File: config.mk
export PLATFORM = sky130hd
export DESIGN_NAME = stable_priority_queue
export DESIGN_NICKNAME = d
export VERILOG_FILES = /design/src/rtl/core/spq_pkg.sv /design/src/rtl/core/spq_ctrl.sv /design/src/rtl/core/spq_datapath.sv /design/src/rtl/core/stable_priority_queue.sv
export SDC_FILE = /design/constraint.sdc
export NUM_CORES = 2
export LEC_CHECK = 0
export BUFFER_PORTS_ARGS = -buffer_cell sky130_fd_sc_hd__buf_2
export CORE_MARGIN = 1
export CORE_UTILIZATION = 35
export DETAILED_ROUTE_END_ITERATION = 8
export SYNTH_ARGS = -nofsm -noshare
export SYNTH_HDL_FRONTEND = slang
export SYNTH_SLANG_ARGS = --single-unit
File: constraint.sdc
create_clock -name clock -period 5.3 [get_ports clock]
set_input_delay 0.53 -clock clock [delete_from_list [all_inputs] [get_ports clock]]
set_output_delay 0.53 -clock clock [all_outputs]
set_load 0.1 [all_outputs]
File: src/rtl/core/spq_pkg.sv
// shared types and constants for the stable priority queue
// no dependencies; imported by every module of the block
package spq_pkg;

   localparam int DEFAULT_DEPTH = 16;

   localparam int VALUE_W = 32;
   localparam int PRIO_W  = 8;
   localparam int OCC_W   = 5;
   localparam int STAT_W  = 2;

   // operation codes
   localparam logic FUNC_INSERT = 1'b0;
   localparam logic FUNC_REMOVE = 1'b1;

   // result status codes
   localparam logic [STAT_W-1:0] STAT_DONE  = 2'd0;
   localparam logic [STAT_W-1:0] STAT_EMPTY = 2'd1;
   localparam logic [STAT_W-1:0] STAT_FULL  = 2'd2;

   typedef struct packed {
      logic                      func;
      logic signed [VALUE_W-1:0] in_value;
      logic [PRIO_W-1:0]         in_priority;
   } req_type;

   typedef struct packed {
      logic signed [VALUE_W-1:0] out_value;
      logic [PRIO_W-1:0]         out_priority;
      logic [STAT_W-1:0]         status;
      logic [OCC_W-1:0]          occupancy;
   } rsp_type;

   // controller to datapath
   typedef struct packed {
      logic load;
      logic commit;
   } cmd_type;

   // datapath to controller
   typedef struct packed {
      logic out_free;
   } stat_type;

   typedef enum logic {
      ST_IDLE,
      ST_EXEC
   } state_type;

endpackage

File: src/rtl/core/spq_ctrl.sv
// controller state machine for the stable priority queue
// depends on spq_pkg; drives the datapath through cmd_type
module spq_ctrl (
   input  logic              clock,
   input  logic              reset,
   input  logic              req_valid,
   output logic              req_stall,
   input  spq_pkg::stat_type stat,
   output spq_pkg::cmd_type  cmd
);
   import spq_pkg::*;

   state_type state_ff;
   state_type state_in;

   // state register
   always_ff @(posedge clock) begin
      if (reset) begin
         state_ff <= ST_IDLE;
      end else begin
         state_ff <= state_in;
      end
   end

   // next state and commands
   always_comb begin
      state_in   = state_ff;
      cmd.load   = 1'b0;
      cmd.commit = 1'b0;
      req_stall  = 1'b1;
      case (state_ff)
         ST_IDLE: begin
            req_stall = 1'b0;
            if (req_valid) begin
               cmd.load = 1'b1;
               state_in = ST_EXEC;
            end
         end
         ST_EXEC: begin
            // wait until the result register can take the new result
            if (stat.out_free) begin
               cmd.commit = 1'b1;
               state_in   = ST_IDLE;
            end
         end
         default: begin
            state_in = ST_IDLE;
         end
      endcase
   end

endmodule

File: src/rtl/core/spq_datapath.sv
// datapath of the stable priority queue: request register, sorted cell row,
// entry count and result register; depends on spq_pkg
module spq_datapath #(
   parameter int DEPTH = spq_pkg::DEFAULT_DEPTH
) (
   input  logic              clock,
   input  logic              reset,
   input  spq_pkg::req_type  req_data,
   input  spq_pkg::cmd_type  cmd,
   output spq_pkg::stat_type stat,
   output logic              rsp_valid,
   input  logic              rsp_stall,
   output spq_pkg::rsp_type  rsp_data
);
   import spq_pkg::*;

   localparam int CW = $clog2(DEPTH + 1);

   req_type                   req_ff;
   rsp_type                   rsp_ff;
   rsp_type                   rsp_in;
   logic                      rsp_valid_ff;
   logic [CW-1:0]             count_ff;
   logic [CW-1:0]             count_in;
   logic signed [VALUE_W-1:0] slot_value_ff    [DEPTH];
   logic signed [VALUE_W-1:0] slot_value_in    [DEPTH];
   logic [PRIO_W-1:0]         slot_priority_ff [DEPTH];
   logic [PRIO_W-1:0]         slot_priority_in [DEPTH];
   logic [DEPTH-1:0]          greater;
   logic                      is_insert;
   logic                      full;
   logic                      empty;
   logic                      do_insert;
   logic                      do_remove;

   assign is_insert = (req_ff.func == FUNC_INSERT);
   assign full      = (count_ff == CW'(DEPTH));
   assign empty     = (count_ff == '0);
   assign do_insert = cmd.commit && is_insert && !full;
   assign do_remove = cmd.commit && !is_insert && !empty;

   // result register is free when empty or being taken this cycle
   assign stat.out_free = !rsp_valid_ff || !rsp_stall;

   // request register
   always_ff @(posedge clock) begin
      if (cmd.load) begin
         req_ff <= req_data;
      end
   end

   // per cell: held entry with a larger priority than the new one
   genvar i;
   generate
      for (i = 0; i < DEPTH; i++) begin : g_cell
         assign greater[i] = (CW'(i) < count_ff) &&
                             (slot_priority_ff[i] > req_ff.in_priority);

         // local shift decision of each cell
         always_comb begin
            slot_value_in[i]    = slot_value_ff[i];
            slot_priority_in[i] = slot_priority_ff[i];
            if (do_insert) begin
               if (i > 0 && greater[(i > 0) ? i - 1 : 0]) begin
                  slot_value_in[i]    = slot_value_ff[(i > 0) ? i - 1 : 0];
                  slot_priority_in[i] = slot_priority_ff[(i > 0) ? i - 1 : 0];
               end else if (greater[i] || (CW'(i) == count_ff)) begin
                  slot_value_in[i]    = req_ff.in_value;
                  slot_priority_in[i] = req_ff.in_priority;
               end
            end else if (do_remove && (i < DEPTH - 1)) begin
               slot_value_in[i]    = slot_value_ff[(i < DEPTH - 1) ? i + 1 : i];
               slot_priority_in[i] = slot_priority_ff[(i < DEPTH - 1) ? i + 1 : i];
            end
         end

         always_ff @(posedge clock) begin
            slot_value_ff[i]    <= slot_value_in[i];
            slot_priority_ff[i] <= slot_priority_in[i];
         end
      end
   endgenerate

   // entry count and result
   always_comb begin
      count_in            = count_ff;
      rsp_in.out_value    = '0;
      rsp_in.out_priority = '0;
      rsp_in.status       = STAT_DONE;
      if (is_insert) begin
         if (full) begin
            rsp_in.status = STAT_FULL;
         end else begin
            count_in = count_ff + CW'(1);
         end
      end else begin
         if (empty) begin
            rsp_in.status = STAT_EMPTY;
         end else begin
            count_in            = count_ff - CW'(1);
            rsp_in.out_value    = slot_value_ff[0];
            rsp_in.out_priority = slot_priority_ff[0];
         end
      end
      rsp_in.occupancy = OCC_W'(count_in);
   end

   always_ff @(posedge clock) begin
      if (reset) begin
         count_ff     <= '0;
         rsp_valid_ff <= 1'b0;
      end else begin
         if (cmd.commit) begin
            count_ff     <= count_in;
            rsp_valid_ff <= 1'b1;
         end else if (rsp_valid_ff && !rsp_stall) begin
            rsp_valid_ff <= 1'b0;
         end
      end
   end

   // result payload register
   always_ff @(posedge clock) begin
      if (cmd.commit) begin
         rsp_ff <= rsp_in;
      end
   end

   assign rsp_valid = rsp_valid_ff;
   assign rsp_data  = rsp_ff;

endmodule

File: src/rtl/core/stable_priority_queue.sv
// top level of the stable priority queue: controller plus datapath
// depends on spq_pkg, spq_ctrl and spq_datapath
//
// usage
//   req channel: func selects insert or remove; in_value and in_priority give
//   the entry to insert. A transfer happens when req_valid is high and
//   req_stall is low. Each request gives exactly one result on the rsp channel.
//   Entries leave lowest priority number first, equal priorities in arrival
//   order. A remove on an empty queue returns the empty status, an insert into
//   a full queue is dropped with the full status.
//   flow: the controller takes a request into the request register, then
//   applies it to the cell row once the result register is free, and only
//   then takes the next request; every cell compares and shifts in parallel,
//   so the depth adds no steps to a request.
//   reset: synchronous; clears the entry count and the result valid, slots
//   hold stale data that is never read.
//   stall: a held result stays in the output register; one more request is
//   taken meanwhile and waits until the output register frees.
module stable_priority_queue #(
   parameter int QUEUE_DEPTH = spq_pkg::DEFAULT_DEPTH
) (
   input  logic             clock,
   input  logic             reset,
   input  logic             req_valid,
   output logic             req_stall,
   input  spq_pkg::req_type req_data,
   output logic             rsp_valid,
   input  logic             rsp_stall,
   output spq_pkg::rsp_type rsp_data
);
   import spq_pkg::*;

   cmd_type  cmd;
   stat_type stat;

   // control
   spq_ctrl u_ctrl (
      .clock     (clock),
      .reset     (reset),
      .req_valid (req_valid),
      .req_stall (req_stall),
      .stat      (stat),
      .cmd       (cmd)
   );

   // sorted cell row and result register
   spq_datapath #(
      .DEPTH (QUEUE_DEPTH)
   ) u_datapath (
      .clock     (clock),
      .reset     (reset),
      .req_data  (req_data),
      .cmd       (cmd),
      .stat      (stat),
      .rsp_valid (rsp_valid),
      .rsp_stall (rsp_stall),
      .rsp_data  (rsp_data)
   );

   // a request transfer is followed by a busy cycle
   a_busy_after_accept: assert property (@(posedge clock) disable iff (reset)
      (req_valid && !req_stall) |=> req_stall)
      else $error("request taken while previous one in progress");

   // a commit never overwrites a result still waiting
   a_no_overwrite: assert property (@(posedge clock) disable iff (reset)
      (rsp_valid && rsp_stall) |=> (rsp_valid && $stable(rsp_data)))
      else $error("pending result lost");

   // a refused insert reports a full queue
   a_full_occupancy: assert property (@(posedge clock) disable iff (reset)
      (rsp_valid && rsp_data.status == STAT_FULL) |->
      (rsp_data.occupancy == OCC_W'(QUEUE_DEPTH) && rsp_data.out_value == '0))
      else $error("full status with wrong occupancy");

   // an empty remove reports zero entries and zero priority
   a_empty_result: assert property (@(posedge clock) disable iff (reset)
      (rsp_valid && rsp_data.status == STAT_EMPTY) |->
      (rsp_data.occupancy == '0 && rsp_data.out_priority == '0))
      else $error("empty status with nonzero fields");

endmodule
==> impl_metrics.xml <==
<?xml version="1.0" encoding="UTF-8"?>
<metrics>
  <group name="logic_synthesis">
    <metric name="synth_top_flop_cell" unit="">edfxtp_1</metric>
    <metric name="synth_seq_area_share" unit="%">55.3</metric>
    <metric name="synth_cells" unit="">3529</metric>
    <metric name="synthesis.yosys.warnings" unit="">0</metric>
    <metric name="syn-mean-instance-area" unit="um2">11.3</metric>
    <metric name="synth_net_count" unit="">3707</metric>
    <metric name="ys_top_cells_by_area" unit="">edfxtp_1, o211ai_1, o2111ai_1, nand2_1, ha_1</metric>
    <metric name="yosys.cell_count.top_type" unit="">edfxtp_1</metric>
    <metric name="synthesis.area" unit="um2">39800</metric>
    <metric name="postSynthRegisterBits" unit="">735</metric>
    <metric name="post_synth_num_cell_types" unit="">56</metric>
    <metric name="synth_enable_flop_cells" unit="">728</metric>
    <metric name="synth_largest_area_cell" unit="">edfxtp_1</metric>
    <metric name="yosysTopAreaCellShare" unit="%">55.0</metric>
    <metric name="synth_commonest_cells" unit="">edfxtp_1, nand2_1, o211ai_1</metric>
    <metric name="synthArstFlopShare" unit="%">0</metric>
  </group>
  <group name="routing">
    <metric name="detail_route.wirelength" unit="um">130000</metric>
    <metric name="detail_route.first_pass.iterations" unit="">6</metric>
    <metric name="detail_route.wl_per_cell" unit="um">26.2</metric>
    <metric name="num_vias" unit="">32100</metric>
    <metric name="detail_route.iter0.violations" unit="">3363</metric>
    <metric name="vias_per_cell" unit="">6.46</metric>
    <metric name="drt.antenna.violating_nets" unit="">0</metric>
    <metric name="drc_errors" unit="">0</metric>
  </group>
  <group name="clock_tree">
    <metric name="clock_latency" unit="ns">0.68</metric>
    <metric name="cts_buffers" unit="">87</metric>
    <metric name="cts_repair_resize_count" unit="">0</metric>
    <metric name="clock-sinks" unit="">735</metric>
    <metric name="clk_pin_slew" unit="ns">0.06</metric>
    <metric name="cts_tree" unit="">yes</metric>
    <metric name="clockBufferDepth" unit="">3</metric>
    <metric name="cts_root_buffer" unit="">clkbuf_16</metric>
    <metric name="htree_num_levels" unit="">3</metric>
  </group>
  <group name="placement">
    <metric name="placed_cells" unit="">4803</metric>
    <metric name="place_congestion" unit="">0.899</metric>
    <metric name="preCtsSetupSlack" unit="ns">1.50</metric>
    <metric name="portBuffers" unit="">93</metric>
    <metric name="dpl-instance-area" unit="um2">41700</metric>
    <metric name="hpwlAfterDp" unit="um">83000</metric>
  </group>
  <group name="setup_path">
    <metric name="timing.critical_path.slowest_stage_cell" unit="">inv_1</metric>
    <metric name="critPathTopFamily" unit="">buffers and inverters</metric>
    <metric name="cp_cell_sequence" unit="">inv_1 -&gt; ha_1 -&gt; nand4_1 -&gt; nor2_1 -&gt; a2111oi_4 -&gt; buf_4 -&gt; nor2_1 -&gt; a41oi_4 -&gt; buf_4</metric>
    <metric name="crit_path_start_kind" unit="">flop</metric>
    <metric name="critical_path_peak_fanout" unit="">41</metric>
    <metric name="worst-endpoint-arrival" unit="ns">4.16</metric>
    <metric name="end_kind" unit="">flop</metric>
    <metric name="crit_buf_inv" unit="">3</metric>
    <metric name="worstPathRequired" unit="ns">5.59</metric>
    <metric name="critical-path-max-stage-delay" unit="ns">0.63</metric>
    <metric name="setup.worst_path.class" unit="">reg2reg</metric>
  </group>
  <group name="die">
    <metric name="ioPinCount" unit="">94</metric>
    <metric name="floorplan.core_area" unit="um2">112000</metric>
    <metric name="starting_density_of_the_core" unit="%">35.3</metric>
    <metric name="fp.dieArea" unit="um2">115000</metric>
    <metric name="die_height" unit="um">339</metric>
    <metric name="die_wd" unit="um">339</metric>
    <metric name="rows" unit="">123</metric>
  </group>
  <group name="sta">
    <metric name="final-hold-violation-count" unit="">0</metric>
    <metric name="fin_clk_skew" unit="ns">0.0542</metric>
    <metric name="timing.final.crit_period" unit="ns">3.87</metric>
    <metric name="period_share" unit="%">73.0</metric>
    <metric name="setup_violations" unit="">0</metric>
    <metric name="rsz_0062_raised_after_global_routing" unit="">no</metric>
    <metric name="worst_slack" unit="ns">1.43</metric>
    <metric name="max_freq" unit="GHz">0.258</metric>
    <metric name="worst_hold_slack" unit="ns">0.0319</metric>
    <metric name="worst_max_slew_margin_expressed_relative_to_the_limit" unit="%">24.5</metric>
    <metric name="worst_margin_pin_slew" unit="ns">1.13</metric>
    <metric name="max_slew_violation_count" unit="">0</metric>
  </group>
  <group name="global_route">
    <metric name="globalRoute.totalOverflow" unit="">0</metric>
    <metric name="antenna_found_initial" unit="">2</metric>
    <metric name="grt_start_max_net_pins" unit="">187</metric>
    <metric name="grt_pass1_vias" unit="">31600</metric>
    <metric name="grt_usage" unit="%">22.0</metric>
    <metric name="first_pass_grt_wire_length" unit="um">198000</metric>
  </group>
  <group name="layout">
    <metric name="syn_to_final_growth" unit="%">12.2</metric>
    <metric name="antenna-diode-count" unit="">0</metric>
    <metric name="finalNetCount" unit="">3579</metric>
    <metric name="fillCellCount" unit="">10900</metric>
    <metric name="layout-drive-gt1-share" unit="%">11.8</metric>
    <metric name="layout.cell_area.non_filler" unit="um2">44600</metric>
    <metric name="layoutNonFillerInstCount" unit="">4971</metric>
  </group>
  <group name="power">
    <metric name="powerDensity" unit="nW/um2">359</metric>
    <metric name="leakage_power_total" unit="nW">14.6</metric>
    <metric name="power.ir.vdd_worst" unit="mV">0.347</metric>
  </group>
  <group name="hold_path">
    <metric name="hold_class" unit="">in2reg</metric>
  </group>
  <group name="outcome">
    <metric name="status" unit="">complete, no violations</metric>
  </group>
  <group name="flow_run">
    <metric name="drv_cap" unit="">0</metric>
  </group>
</metrics>
-- layout make-up --
type                            count  area [um2]  share of cell area [%]
Clock buffer                      107        2310                    5.19
Clock inverter                     52         472                    1.06
Inverter                           28         105                   0.236
Multi-Input combinational cell   2352       16400                    36.9
Sequential cell                   735       22000                    49.3
Tap cell                         1500        1880                    4.21
Timing Repair Buffer              197        1390                    3.12
-- kinds of logic (layout without fill, tap and decap cells) --
group | Yosys count | after routing | share of synthesized area [%]
multiplexers | 41 | 41 | 1.16
flip-flops | 735 | 735 | 55.3
AO/OA/AOI/OAI | 1294 | 1294 | 25.2
buffers and inverters | 442 | 384 | 4.71
adder cells (fa/ha/maj) | 133 | 133 | 4.19
XOR/XNOR | 3 | 3 | 0.0661
AND/OR/NAND/NOR | 881 | 881 | 9.31
-- report_power, final --
part | internal (mW) | switching (mW)
Clock | 3.45 | 2.55
Sequential | 7.04 | 0.310
Combinational | 0.655 | 2.02
Total | 11.1 | 4.88
-- flip-flops by register name, indices dropped and copies added, names as in the netlist --
signal,count
u_datapath.slot_value_ff,512
u_datapath.slot_priority_ff,128
u_datapath.rsp_data,47
u_datapath.req_ff,41
u_datapath.count_ff,5
u_ctrl.state_ff,1
u_datapath.rsp_valid,1
-- final timing paths --
check,cells after the start,end,from,slack (ns)
worst min-delay path,1,u_datapath.req_ff[30],req_data[30],0.03
worst min register to register,2,u_datapath.rsp_valid,u_datapath.rsp_valid,0.52
worst max register to register,9,u_datapath.slot_value_ff[0][208],u_datapath.req_ff[7],1.43
worst max-delay path,9,u_datapath.slot_value_ff[0][208],u_datapath.req_ff[7],1.43
-- layer usage --
metal	vias to the layer above	routed length, um	track usage, %
li1	14100	-	-
met1	16200	57000	30.8
met2	1449	59800	34.5
met3	282	8240	2.83
met4	0	5050	8.72
met5	-	0	0
-- what timing repair did --
| item | 4_1_cts | 5_1_grt |
|---|---|---|
| hold buffers | 9 | 0 |
| setup buffers | 0 | 0 |
| hold endpoints to repair | 9 | 0 |
-- cells in the final DEF, fill, tap and decap left out, types with 16 or more instances in the layout --
cell / synthesis / layout
ha_1: 133 / 133
nand2_1: 649 / 649
a31oi_1: 45 / 42
o2111ai_1: 480 / 480
buf_4: 6 / 85
nor2b_1: 22 / 21
mux2_2: 31 / 31
o211ai_1: 563 / 563
clkinv_2: 0 / 16
nand4_1: 25 / 25
and2_1: 42 / 42
o21ai_0: 58 / 58
clkbuf_16: 0 / 89
a21oi_1: 49 / 34
nand3_1: 51 / 51
nor2_1: 64 / 61
buf_2: 147 / 93
inv_1: 28 / 27
clkinv_1: 0 / 20
edfxtp_1: 728 / 728
clkbuf_1: 258 / 16
-- through the flow --
stage | TNS, ns | power, mW | util [%]
6_report | 0 | 16.0 | 39.7
5_1_grt | 0 | 16.6 | 39.7
4_1_cts | 0 | 16.1 | 39.7
3_5_place_dp | 0 | 10.1 | 37.1
3_3_place_gp | 0 | 10.0 | 37.1
2_1_floorplan | -158.70 | 9.14 | -
Power figures use the tool's default switching activity.
